`src/rtl/ifhb_pkg.sv`:
```
// ============================================================================
// ifhb_pkg
// Shared types and constants for the IPv4 fragment header builder.
// ============================================================================
package ifhb_pkg;

    // Fragment geometry
    localparam logic [15:0] FRAG_PAYLOAD = 16'd1480;
    localparam logic [10:0] HDR_BYTES    = 11'd20;
    localparam logic [12:0] OFFSET_STEP  = 13'd185;   // 1480 / 8

    // Fixed header words
    localparam logic [15:0] VER_IHL_TOS  = 16'h4500;  // version 4, IHL 5, TOS 0
    localparam logic [7:0]  TTL_VALUE    = 8'd64;

    // Sequencer states
    typedef enum logic [1:0] {
        ST_IDLE,
        ST_BASE,
        ST_LOAD,
        ST_SEND
    } t_state;

    // Controller to datapath commands
    typedef struct packed {
        logic capture;   // latch request, assign packet id
        logic base_sum;  // register the per-request part of the checksum
        logic load;      // build one fragment into the output register
    } t_cmd;

    // Datapath to controller status
    typedef struct packed {
        logic last;      // fragment in the output register is the final one
    } t_sts;

endpackage

```
`src/rtl/ipv4_fragment_header_builder.sv`:
```
// ============================================================================
// ipv4_fragment_header_builder
// Splits one send request into IPv4 fragments and emits one header result
// per fragment, with id, offset, flags and header checksum.
// ============================================================================
//
//  Channel   Direction  Handshake            Payload
//  request   in         i_valid / o_stall    payload_length, dest_address, protocol
//  fragment  out        o_valid / i_stall    total_length .. last
//  config    in         i_cfg_wr_en          i_cfg_wr_data (local address)
//
//  A request runs through capture, checksum base and first fragment build, then
//  one fragment per cycle from the sequencer's fragment loop while the output
//  is not stalled; a request gives 1 to 45 fragments. o_stall is high from the
//  capture until the last fragment is taken. A stall on the output holds the
//  fragment register and the sequencer. Synchronous active-low reset clears
//  the local address, the packet id counter and the sequencer.
//
module ipv4_fragment_header_builder
    import ifhb_pkg::*;
(
    input  logic        i_clk,
    input  logic        i_rst_n,
    input  logic        i_cfg_wr_en,
    input  logic [31:0] i_cfg_wr_data,
    input  logic        i_valid,
    output logic        o_stall,
    input  logic [15:0] i_payload_length,
    input  logic [31:0] i_dest_address,
    input  logic [7:0]  i_protocol,
    output logic        o_valid,
    input  logic        i_stall,
    output logic [10:0] o_total_length,
    output logic [15:0] o_packet_id,
    output logic [12:0] o_fragment_offset,
    output logic        o_more_fragments,
    output logic [15:0] o_header_checksum,
    output logic [15:0] o_payload_start,
    output logic        o_last
);

    t_cmd cmd;
    t_sts sts;

    // Sequencer
    ifhb_ctrl u_ctrl (
        .i_clk   (i_clk),
        .i_rst_n (i_rst_n),
        .i_valid (i_valid),
        .o_stall (o_stall),
        .o_valid (o_valid),
        .i_stall (i_stall),
        .i_sts   (sts),
        .o_cmd   (cmd)
    );

    // Datapath
    ifhb_dp u_dp (
        .i_clk             (i_clk),
        .i_rst_n           (i_rst_n),
        .i_cfg_wr_en       (i_cfg_wr_en),
        .i_cfg_wr_data     (i_cfg_wr_data),
        .i_payload_length  (i_payload_length),
        .i_dest_address    (i_dest_address),
        .i_protocol        (i_protocol),
        .i_cmd             (cmd),
        .o_sts             (sts),
        .o_total_length    (o_total_length),
        .o_packet_id       (o_packet_id),
        .o_fragment_offset (o_fragment_offset),
        .o_more_fragments  (o_more_fragments),
        .o_header_checksum (o_header_checksum),
        .o_payload_start   (o_payload_start),
        .o_last            (o_last)
    );

`ifndef ASSERT_OFF
    // A taken fragment that is not the last is followed at once by the next
    a_back_to_back: assert property (@(posedge i_clk) disable iff (!i_rst_n)
        o_valid && !i_stall && !o_last |=> o_valid)
        else $error("fragment stream broke before the last fragment");

    // The last flag and the more-fragments flag are complements
    a_last_flag: assert property (@(posedge i_clk) disable iff (!i_rst_n)
        o_valid |-> (o_last == !o_more_fragments))
        else $error("last and more_fragments disagree");

    // Every fragment but the last is full size
    a_full_frag: assert property (@(posedge i_clk) disable iff (!i_rst_n)
        o_valid && !o_last |-> o_total_length == 11'd1500)
        else $error("non-final fragment is not full size");

    // A captured request keeps the input side busy
    a_busy: assert property (@(posedge i_clk) disable iff (!i_rst_n)
        i_valid && !o_stall |=> o_stall && !o_valid)
        else $error("request capture did not block the input");
`endif

endmodule

```
`src/rtl/ifhb_ctrl.sv`:
```
// ============================================================================
// ifhb_ctrl
// Sequencer for the fragment header builder: takes a request, primes the
// checksum base, then issues one fragment per cycle as the sink allows.
// ============================================================================
module ifhb_ctrl
    import ifhb_pkg::*;
(
    input  logic i_clk,
    input  logic i_rst_n,
    input  logic i_valid,
    output logic o_stall,
    output logic o_valid,
    input  logic i_stall,
    input  t_sts i_sts,
    output t_cmd o_cmd
);

    t_state r_state;
    t_state n_state;

    // Hold state register
    always_ff @(posedge i_clk) begin
        if (!i_rst_n) begin
            r_state <= ST_IDLE;
        end else begin
            r_state <= n_state;
        end
    end

    // Advance through request phases
    always_comb begin
        n_state = r_state;
        unique case (r_state)
            ST_IDLE: begin
                if (i_valid) n_state = ST_BASE;
            end
            ST_BASE: begin
                n_state = ST_LOAD;
            end
            ST_LOAD: begin
                n_state = ST_SEND;
            end
            ST_SEND: begin
                if (!i_stall && i_sts.last) n_state = ST_IDLE;
            end
            default: begin
                n_state = ST_IDLE;
            end
        endcase
    end

    // Drive handshakes and datapath commands
    always_comb begin
        o_stall  = 1'b1;
        o_valid  = 1'b0;
        o_cmd    = '0;
        unique case (r_state)
            ST_IDLE: begin
                o_stall       = 1'b0;
                o_cmd.capture = i_valid;
            end
            ST_BASE: begin
                o_cmd.base_sum = 1'b1;
            end
            ST_LOAD: begin
                o_cmd.load = 1'b1;
            end
            ST_SEND: begin
                o_valid    = 1'b1;
                o_cmd.load = !i_stall && !i_sts.last;
            end
            default: begin
                o_stall = 1'b1;
            end
        endcase
    end

endmodule

```
`src/rtl/ifhb_dp.sv`:
```
// ============================================================================
// ifhb_dp
// Datapath for the fragment header builder: request registers, fragment
// counters, checksum adder and the result register.
// ============================================================================
module ifhb_dp
    import ifhb_pkg::*;
(
    input  logic        i_clk,
    input  logic        i_rst_n,
    input  logic        i_cfg_wr_en,
    input  logic [31:0] i_cfg_wr_data,
    input  logic [15:0] i_payload_length,
    input  logic [31:0] i_dest_address,
    input  logic [7:0]  i_protocol,
    input  t_cmd        i_cmd,
    output t_sts        o_sts,
    output logic [10:0] o_total_length,
    output logic [15:0] o_packet_id,
    output logic [12:0] o_fragment_offset,
    output logic        o_more_fragments,
    output logic [15:0] o_header_checksum,
    output logic [15:0] o_payload_start,
    output logic        o_last
);

    logic [31:0] r_local_addr;
    logic [15:0] r_next_id;
    logic [15:0] r_id;
    logic [31:0] r_dst;
    logic [7:0]  r_proto;
    logic [15:0] r_remaining;
    logic [15:0] r_start;
    logic [12:0] r_offset;
    logic [18:0] r_base;

    logic        frag_more;
    logic [10:0] frag_len;
    logic [10:0] frag_tot;
    logic [15:0] frag_flagoff;
    logic [18:0] n_base;
    logic [19:0] sum_all;
    logic [16:0] sum_fold1;
    logic [15:0] sum_fold2;

    // Hold source address and packet id counter
    always_ff @(posedge i_clk) begin
        if (!i_rst_n) begin
            r_local_addr <= '0;
            r_next_id    <= '0;
        end else begin
            if (i_cfg_wr_en) r_local_addr <= i_cfg_wr_data;
            if (i_cmd.capture) r_next_id <= r_next_id + 16'd1;
        end
    end

    // Sum the header words that stay fixed over the request
    assign n_base = 19'(VER_IHL_TOS) + 19'(r_id) + 19'({TTL_VALUE, r_proto})
                  + 19'(r_local_addr[31:16]) + 19'(r_local_addr[15:0])
                  + 19'(r_dst[31:16]) + 19'(r_dst[15:0]);

    // Shape the current fragment
    assign frag_more    = r_remaining > FRAG_PAYLOAD;
    assign frag_len     = frag_more ? FRAG_PAYLOAD[10:0] : r_remaining[10:0];
    assign frag_tot     = frag_len + HDR_BYTES;
    assign frag_flagoff = {2'b00, frag_more, r_offset};

    // Finish the one's-complement checksum
    assign sum_all   = 20'(r_base) + 20'(frag_tot) + 20'(frag_flagoff);
    assign sum_fold1 = 17'(sum_all[15:0]) + 17'(sum_all[19:16]);
    assign sum_fold2 = sum_fold1[15:0] + 16'(sum_fold1[16]);

    // Latch request, step counters, load result register
    always_ff @(posedge i_clk) begin
        if (i_cmd.capture) begin
            r_id        <= r_next_id;
            r_dst       <= i_dest_address;
            r_proto     <= i_protocol;
            r_remaining <= i_payload_length;
            r_start     <= '0;
            r_offset    <= '0;
        end
        if (i_cmd.base_sum) begin
            r_base <= n_base;
        end
        if (i_cmd.load) begin
            o_total_length    <= frag_tot;
            o_packet_id       <= r_id;
            o_fragment_offset <= r_offset;
            o_more_fragments  <= frag_more;
            o_header_checksum <= ~sum_fold2;
            o_payload_start   <= r_start;
            o_last            <= !frag_more;
            r_remaining       <= r_remaining - FRAG_PAYLOAD;
            r_start           <= r_start + FRAG_PAYLOAD;
            r_offset          <= r_offset + OFFSET_STEP;
        end
    end

    assign o_sts.last = o_last;

endmodule
```
`config.mk`:
```
export PLATFORM = sky130hd
export DESIGN_NAME = ipv4_fragment_header_builder
export DESIGN_NICKNAME = d
export VERILOG_FILES = /design/src/rtl/ifhb_pkg.sv /design/src/rtl/ipv4_fragment_header_builder.sv /design/src/rtl/ifhb_ctrl.sv /design/src/rtl/ifhb_dp.sv
export SDC_FILE = /design/constraint.sdc
export NUM_CORES = 1
export LEC_CHECK = 0
export BUFFER_PORTS_ARGS = -buffer_cell sky130_fd_sc_hd__buf_2
export CORE_UTILIZATION = 58
export DETAILED_ROUTE_END_ITERATION = 6
export PLACE_DENSITY = 0.91
export RECOVER_POWER = 25
export SETUP_SLACK_MARGIN = 0.02
export SKIP_CTS_REPAIR_TIMING = 1
export SYNTH_ARGS = -nofsm -noshare
export SYNTH_HDL_FRONTEND = slang
export SYNTH_SLANG_ARGS = --single-unit
```
`constraint.sdc`:
```
create_clock -name i_clk -period 10.3 [get_ports i_clk]
set_input_delay 0.515 -clock i_clk [delete_from_list [all_inputs] [get_ports i_clk]]
set_output_delay 0.515 -clock i_clk [all_outputs]
set_load 0.005 [all_outputs]
```
; ---- Yosys cells after proc, flatten, opt, wreduce, memory -nomap -nowiden
; Index checks and enable logic that the tools add are counted.
[totals]
regBits = 244
out_inout_bits = 76
wordCells = 62
[op_classes]
n_addsub = 15
n_lt_le_gt_ge = 1
eq_ne = 5
muxes = 15
bitwise_logic = 1
n_reduce_logical = 8
[ops]
columns = op, n
row1 = adder 19 x 16 -> 19 bit, 4
row2 = two-way mux 16 bit, 4
row3 = two-way mux 13 bit, 2
row4 = adder 19 x 11 -> 20 bit, 1
row5 = adder 20 x 14 -> 20 bit, 1
row6 = adder 19 x 15 -> 19 bit, 1
row7 = adder 15 x 16 -> 17 bit (first input constant), 1
row8 = adder 16 x 4 -> 17 bit, 1
row9 = adder 16 x 1 -> 16 bit, 1
row10 = adder 16 x 1 -> 16 bit (second input constant), 1
row11 = adder 16 x 11 -> 16 bit (second input constant), 1
row12 = greater-than comparator 16 x 11 -> 1 bit (second input constant), 1
row13 = inverter 16 bit, 1
row14 = subtractor 16 x 11 -> 16 bit (second input constant), 1
row15 = adder 13 x 8 -> 13 bit (second input constant), 1
row16 = adder 11 x 5 -> 11 bit (second input constant), 1
row17 = two-way mux 11 bit, 1
row18 = case mux 2 bit (4 select lines), 1
row19 = == test 2 bit (second input constant), 2
row20 = two-way mux 1 bit, 4
row21 = two-way mux 2 bit, 2
row22 = zero test 1 bit, 3
row23 = == test 2 x 1 -> 1 bit (second input constant), 1
row24 = logical AND 1 bit, 2
row25 = other kinds (6), 6

; ---- Longest topological paths before layout
; Gate-level depths: netlist (run 1).
[logic_depth]
word_depth = 8
mapped_depth = 43
ltp_nobuf = 42

; ---- Cells and area by module
; Synthesis (run 1) repeated with hierarchy kept, for this count alone.
[hier_totals]
cells_unflattened = 964
area_unflattened_um2 = 12574.6
[modules_own_cells]
columns = module, n_inst, cells_each, area_each_um2, seq_area_each_um2
row1 = ifhb_dp, 1, 943, 12365.6, 6606.3
row2 = ifhb_ctrl, 1, 21, 209.0, 40.0

; ---- Least setup slack after synthesis (run 1)
; No wires, ideal clock.
[synth_timing]
path_kind = flip-flop to flip-flop
start = reg u_dp.r_remaining[5]
end = reg u_dp.o_header_checksum[14] (data pin)
arrival_time_ns = 8.397
setup_slack_ns = 1.638
stages_incl_launch_ff = 42
path_buffers = 2
period_less_slack_ns = 8.662
cell_sequence = edfxtp_1 > nor3_1 > nor2_1 > o21a_1 > a211oi_1 > clkbuf_1 > nand2_1 > ha_1 > o21ai_0 > xor2_1 > nand2_1 > inv_1 > fa_1 > inv_1 > ha_1 > buf_8 > and3_1 > a22o_1 > [... 6 more ...] > xor2_1 > inv_1 > fa_1 > nand2b_1 > o2bb2ai_2 > or3_1 > or3_1 > nand2b_4 > nor4_1 > ha_1 > ha_1 > nand3_1 > or2_1 > nor2_1 > nand4b_1 > o32ai_2 > nand3_1 > xor2_1
[synth_via]
elab_chain_len = 8
[synth_rtl]
columns = item, line_no
row1 = from (decl), ifhb_dp.sv:32  ; logic [15:0] r_remaining;
row2 = from (signal assigned), ifhb_dp.sv:79  ; r_remaining <= i_payload_length;
row3 = from (signal assigned), ifhb_dp.sv:94  ; r_remaining <= r_remaining - FRAG_PAYLOAD;
row4 = greater-than comparator 16 x 11 -> 1 bit, ifhb_dp.sv:63  ; assign frag_more = r_remaining > FRAG_PAYLOAD;
row5 = two-way mux 11 bit (*), ifhb_dp.sv:64  ; assign frag_len = frag_more ? FRAG_PAYLOAD[10:0] : r_remaining[10:0];
row6 = adder 11 x 5 -> 11 bit (*), ifhb_dp.sv:65  ; assign frag_tot = frag_len + HDR_BYTES;
row7 = net u_dp.frag_tot[6], ifhb_dp.sv:39  ; logic [10:0] frag_tot;
row8 = adder 19 x 11 -> 20 bit (*), ifhb_dp.sv:69  ; assign sum_all = 20'(r_base) + 20'(frag_tot) + 20'(frag_flagoff);
row9 = adder 20 x 14 -> 20 bit (*), ifhb_dp.sv:69
row10 = adder 16 x 4 -> 17 bit (*), ifhb_dp.sv:70  ; assign sum_fold1 = 17'(sum_all[15:0]) + 17'(sum_all[19:16]);
row11 = adder 16 x 1 -> 16 bit (*), ifhb_dp.sv:71  ; assign sum_fold2 = sum_fold1[15:0] + 16'(sum_fold1[16]);
row12 = inverter 16 bit (*), ifhb_dp.sv:91  ; o_header_checksum <= ~sum_fold2;
row13 = to (signal assigned), ifhb_dp.sv:91
row14 = to (decl), ifhb_dp.sv:22  ; output logic [15:0] o_header_checksum,
; Mark *: on every way through the listed nets, which the timed path passes. The rest lies on a longest branch.
; A chain may end at the register's enable or synchronous reset.

; ---- Worst setup path in the final report (run 1)
; Ends and elaborated chain as after synthesis.

==> flow_metrics.env, run 1 <==
export IMPL_status="finished, violations left"
export IMPL_failed_checks="capacitance limit, slew limit"
export IMPL_post_route_drc_count=0
export IMPL_cts_buffers=25
export IMPL_hold_depth=1
export IMPL_via_count=8209
export IMPL_netlist_area_sq_mm=0.0126
export IMPL_finalSetupViolations=0
export IMPL_start_util=0.596
export IMPL_setup_tns_final_ns=0
export IMPL_synth_seq_cells=238
export IMPL_dieArea_sq_mm=0.0223
export IMPL_slew_limit_headroom=-0.754
export IMPL_synth_top_family_by_area="adder cells"
export IMPL_final_cell_area_sq_mm=0.0146
export IMPL_synth_cell_type_count=70
export IMPL_synth_xor_area_frac=0.0725
export IMPL_cp_top_family="simple AND/OR/NAND/NOR gates"
export IMPL_min_from="i_dest_address[2]"
export IMPL_synth_flop_cell="edfxtp_1"
export IMPL_fmax_mhz=107
export IMPL_worstSetupPathType="reg -> reg"
export IMPL_max_cap_violations=1
export IMPL_tightest_slew_ns=2.63
export IMPL_finalHoldViolations=0
export IMPL_cp_common_cell="ha_1"
export IMPL_grt_max_degree=87
export IMPL_grt_pass1_wl_mm=41.1
export IMPL_r2r_start="u_dp.r_remaining[5]"
export IMPL_die_height_um=149
export IMPL_fp_row_count=53
export IMPL_dp_cells=1440
export IMPL_grt_use_total=0.238
export IMPL_synthSimpleGateAreaFrac=0.101
export IMPL_crit_fanout=11
export IMPL_dpl_hpwl_mm=18.8
export IMPL_cp_buffers_inverters=4
export IMPL_min_path_type="in -> reg"
export IMPL_clock_sinks=238
export IMPL_worstPathRequired_ns=10.55
export IMPL_root_buffer="clkbuf_16"
export IMPL_maxSlewViolCount=33
export IMPL_routedWlPerCell_um=17.4
export IMPL_avgSynthCellArea_sq_um=12.4
export IMPL_r2r_cells=40
export IMPL_die_w_um=149
export IMPL_arrival_ns=9.56
export IMPL_synth_compound_area_frac=0.0635
export IMPL_diodes=0
export IMPL_rsz0062_at_grt="no"
export IMPL_numPortBuffers=165
export IMPL_synth_async_reset_ratio=0
export IMPL_clock_latency_ns=0.53
export IMPL_nNetsFinal=1414
export IMPL_placed_area_sq_mm=0.0137
export IMPL_synth_edff_count=188
export IMPL_drt_wl_total_mm=25.8
export IMPL_fin_hold_ws_ns=0.153
export IMPL_gp_congestion=0.876
export IMPL_post_route_period_util=0.904
export IMPL_critPathLaunch="u_dp.r_remaining[5]"
export IMPL_ioPinCount=169
export IMPL_via_per_inst=5.52
export IMPL_antenna_found_initial=1
export IMPL_core_area_sq_mm=0.0212
export IMPL_area_delta_synth_final_pct=15.3
export IMPL_grt_pass1_vias=8212
export IMPL_yosysWarnings=0
export IMPL_layout_min_cycle_time_ns=9.31
export IMPL_clock_path_buffers=3
export IMPL_h_tree_depth=1
export IMPL_synth_cells=1014
export IMPL_drtPass1Iterations=4
export IMPL_synth_fa_ha_area_frac=0.169
export IMPL_path_clk_slew_ns=0.06
export IMPL_critPathSlowestCell="edfxtp_1"
export IMPL_synth_mux_area_frac=0.0254
export IMPL_ant_nets=0
export IMPL_first_iter_violations=485
export IMPL_start_kind="flop"
export IMPL_cts_tree="yes"
export IMPL_slowest_delay_ns=0.49
export IMPL_drive_above_1_share=0.191
export IMPL_cp_end_kind="flop"
export IMPL_cp_depth=40
export IMPL_stdcell_count=1486
export IMPL_skew_ns=0.0241
export IMPL_seq_area_frac_synth=0.527
export IMPL_overflow=0
worst register-to-register path, delay by kind of cell, from the launching register on:
kind	cells	cell delay (ns)
fa+ha+maj	6	1.92
simple gates	17	3.44
xor+xnor	3	0.46
flops	1	0.49
compound gates	10	2.34
buf+inv	4	0.38
final cells by class:
class | count | area [sq um]
flip-flops and latches | 238 | 6650
clock inverters | 6 | 62.6
multi-input cells | 645 | 5470
inverters | 111 | 418
fillers | 1376 | 6600
clock buffers | 40 | 743
well taps | 275 | 344
repair buffers | 171 | 870
cells in the final DEF, fill, tap and decap left out, types with 4 or more instances in the layout:
master,instances
a211oi_1,6
a21boi_0,4
a21o_1,11
a21oi_1,33
a41oi_1,4
and2_1,14
and3_1,10
buf_2,164
buf_4,6
clkbuf_1,11
clkbuf_16,26
clkbuf_8,4
clkinv_2,4
dfxtp_1,50
edfxtp_1,188
fa_1,69
ha_1,60
inv_1,109
mux2i_1,32
nand2_1,52
nand2b_1,8
nand3_1,20
nand4_1,6
nor2_1,111
nor2b_1,5
nor3_1,17
nor4_1,4
o21a_1,6
o21ai_0,18
xnor2_1,56
xor2_1,41
registers in the layout, indices dropped and copies added, names as in the netlist, 11 cells and up:
signal                  count
u_dp.r_id                  16
u_dp.r_start               13
u_dp.o_payload_start       13
u_dp.r_offset              13
u_dp.r_local_addr          32
u_dp.r_next_id             16
u_dp.r_base                19
u_dp.r_remaining           16
u_dp.o_total_length        11
u_dp.o_header_checksum     16
u_dp.o_fragment_offset     13
u_dp.r_dst                 32
u_dp.o_packet_id           16
cell usage after synthesis, types with 2 or more instances:
master,number,area share
a21o_1,11,0.0065
nand2b_1,8,0.0040
mux2i_1,32,0.025
inv_1,111,0.033
nor2_1,111,0.033
or3_1,3,0.0015
a21oi_1,34,0.013
nand3_1,20,0.0079
nand4_1,6,0.0030
and4_1,3,0.0021
and3_1,10,0.0050
xnor2_2,2,0.0026
o211ai_1,2,0.0012
a41oi_1,4,0.0028
ha_1,60,0.060
a211oi_1,6,0.0036
xnor2_1,56,0.039
nor2b_1,5,0.0025
edfxtp_1,188,0.45
buf_1,3,0.00089
nand2_1,52,0.015
and2_1,14,0.0069
a31o_2,2,0.0014
fa_1,69,0.11
nor4_1,4,0.0020
nor3_1,17,0.0067
buf_4,3,0.0018
a21boi_0,4,0.0024
xor2_1,41,0.028
dfxtp_1,50,0.079
a31oi_1,2,0.00099
clkbuf_1,15,0.0045
a211o_1,3,0.0021
o21ai_1,3,0.0012
nand4b_1,2,0.0014
o21a_1,6,0.0036
xor2_2,2,0.0026
o21ai_0,18,0.0071
through the flow:
stage,utilization,worst slack [ns]
final,0.688,0.994
after global routing,0.688,0.251
after CTS,0.688,1.01
after detailed placement,0.650,1.03
after global placement,0.650,1.26
after floorplan,-,1.64
path summary, 6_finish.rpt:
| path | to | slack (ns) |
|---|---|---|
| setup / recovery | u_dp.o_header_checksum[14] | 0.99 |
| hold reg to reg | u_dp.o_packet_id[1] | 0.47 |
| setup reg to reg | u_dp.o_header_checksum[14] | 0.99 |
| hold / removal | u_dp.r_dst[2] | 0.15 |
layer usage:
metal | part of all wire | vias to the layer above | track usage
met5 | 0.00039 | - | 0
met4 | 0.030 | 2 | 0.0765
met3 | 0.074 | 64 | 0.0454
met2 | 0.50 | 329 | 0.410
met1 | 0.40 | 3964 | 0.303
li1 | - | 3850 | -
logic make-up after synthesis:
group / after synthesis
compound gates: 112
xor+xnor: 101
fa+ha+maj: 129
buf+inv: 133
flops: 238
mux: 32
other cells: 1
simple gates: 268
Power of run 1 is left out: the tool's default activity adds up to more than one toggle a clock period on the data nets, which glitch-free logic cannot reach.
==> inputs of run 2 (changes only) <==
--- a/config.mk
+++ b/config.mk
@@ -9,7 +9,6 @@
 export CORE_UTILIZATION = 58
 export DETAILED_ROUTE_END_ITERATION = 6
 export PLACE_DENSITY = 0.91
-export RECOVER_POWER = 25
 export SETUP_SLACK_MARGIN = 0.02
 export SKIP_CTS_REPAIR_TIMING = 1
 export SYNTH_ARGS = -nofsm -noshare
==> run 2 against run 1 <==
- the run now ends clean
- largest cell class unchanged
- sequential share of layout area about the same
- critical path depth unchanged
- sequential cell count unchanged
- die area unchanged
- non-clock buffer count unchanged
- highest routed layer unchanged
- wire length about the same
- register-to-register slack about the same
- hold slack unchanged
- clock skew unchanged
- global-route usage unchanged
- final area about the same
==> flow_metrics.env, run 2 (synthesis gave the netlist of run 1 again) <==
export IMPL_via_count=8207
export IMPL_setup_tns_final_ns=0
export IMPL_numPortBuffers=165
export IMPL_finalSetupViolations=0
export IMPL_gp_congestion=0.876
export IMPL_ioPinCount=169
export IMPL_grt_pass1_vias=8212
export IMPL_skew_ns=0.0241
export IMPL_multi_input_area_sq_mm=0.00547
export IMPL_die_w_um=149
export IMPL_grt_use_total=0.238
export IMPL_dpl_hpwl_mm=18.8
export IMPL_dieArea_sq_mm=0.0223
export IMPL_rsz0062_at_grt="no"
export IMPL_maxSlewViolCount=0
export IMPL_cp_buffers_inverters=4
export IMPL_cp_end_kind="flop"
export IMPL_worstPathRequired_ns=10.55
export IMPL_post_route_period_util=0.904
export IMPL_fp_row_count=53
export IMPL_crit_fanout=11
export IMPL_min_path_type="in -> reg"
export IMPL_h_tree_depth=1
export IMPL_via_per_inst=5.52
export IMPL_critPathSlowestCell="edfxtp_1"
export IMPL_cts_tree="yes"
export IMPL_tightest_slew_ns=1.12
export IMPL_arrival_ns=9.56
export IMPL_slowest_delay_ns=0.49
export IMPL_routedWlPerCell_um=17.4
export IMPL_final_common_cell="edfxtp_1"
export IMPL_biggestRegsByFlops="u_dp.r_dst: 32 flops, u_dp.r_local_addr: 32 flops, u_dp.r_base: 19 flops"
export IMPL_fmax_mhz=107
export IMPL_layout_min_cycle_time_ns=9.31
export IMPL_core_area_sq_mm=0.0212
export IMPL_drt_wl_total_mm=25.8
export IMPL_seq_area_sq_mm=0.00665
export IMPL_area_delta_synth_final_pct=15.3
export IMPL_layout_common_cells="edfxtp_1, buf_2, nor2_1"
export IMPL_cp_common_cell="ha_1"
export IMPL_first_iter_violations=485
export IMPL_start_kind="flop"
export IMPL_finalHoldViolations=0
export IMPL_drtPass1Iterations=4
export IMPL_worstSetupPathType="reg -> reg"
export IMPL_overflow=0
export IMPL_clock_latency_ns=0.53
export IMPL_antenna_found_initial=1
export IMPL_die_height_um=149
export IMPL_cts_buffers=25
export IMPL_ant_nets=0
export IMPL_clock_sinks=238
export IMPL_max_cap_violations=0
export IMPL_post_route_drc_count=0
export IMPL_start_util=0.596
export IMPL_grt_max_degree=87
export IMPL_diodes=0
export IMPL_cp_top_family="simple AND/OR/NAND/NOR gates"
export IMPL_nNetsFinal=1414
export IMPL_status="finished clean"
export IMPL_drive_above_1_share=0.192
export IMPL_fill_cells=1376
export IMPL_grt_pass1_wl_mm=41.1
export IMPL_path_clk_slew_ns=0.06
export IMPL_root_buffer="clkbuf_16"
export IMPL_clock_path_buffers=3
export IMPL_slew_limit_headroom=0.251
run 2: cell count changes in the layout (fill, tap and decap cells not counted):
cell      before  now
buf_2        164  165
clkbuf_1      11   10
run 2: worst paths after layout:
| kind | startpoint | to | depth (start not counted) | slack [ns] |
|---|---|---|---|---|
| max | u_dp.r_remaining[5] | u_dp.o_header_checksum[14] | 40 | 0.99 |
| min reg2reg | u_dp.r_id[1] | u_dp.o_packet_id[1] | 0 | 0.47 |
| min | i_dest_address[2] | u_dp.r_dst[2] | 1 | 0.15 |
| max reg2reg | u_dp.r_remaining[5] | u_dp.o_header_checksum[14] | 40 | 0.99 |
run 2: per-stage QoR:
stage                     std cells  setup slack (ns)  utilization  area (sq um)  hold slack (ns)
after floorplan                1016              1.64            -         12600            0.426
after global placement         1440              1.26        0.650         13700            0.433
after detailed placement       1440              1.03        0.650         13700            0.451
after CTS                      1486              1.01        0.688         14600            0.146
after global routing           1486             0.251        0.688         14600            0.141
final                          1486             0.994        0.688         14600            0.153
run 2: metal layers:
layer | track usage | vias to the layer above | routed length, um
li1 | - | 3850 | -
met1 | 0.303 | 3962 | 10200
met2 | 0.410 | 329 | 12900
met3 | 0.0454 | 64 | 1910
met4 | 0.0765 | 2 | 787
met5 | 0 | - | 10
run 2: cell type report:
| cell class | count | share of cell area |
|---|---|---|
| flip-flops and latches | 238 | 0.457 |
| multi-input cells | 645 | 0.376 |
| repair buffers | 171 | 0.0598 |
| clock buffers | 40 | 0.0511 |
| inverters | 111 | 0.0287 |
| well taps | 275 | 0.0236 |
| clock inverters | 6 | 0.00430 |
run 2: worst register-to-register path, delay by kind of cell, from the launching register on:
family                     cells  cell delay, ns
and+or+nand+nor               17            3.44
AOI/OAI and AO/OA             10            2.34
adders and majority gates      6            1.92
DFF                            1            0.49
xor gates and xnor gates       3            0.46
buffers and inverters          4            0.38
Power of run 2 is left out for the same reason.
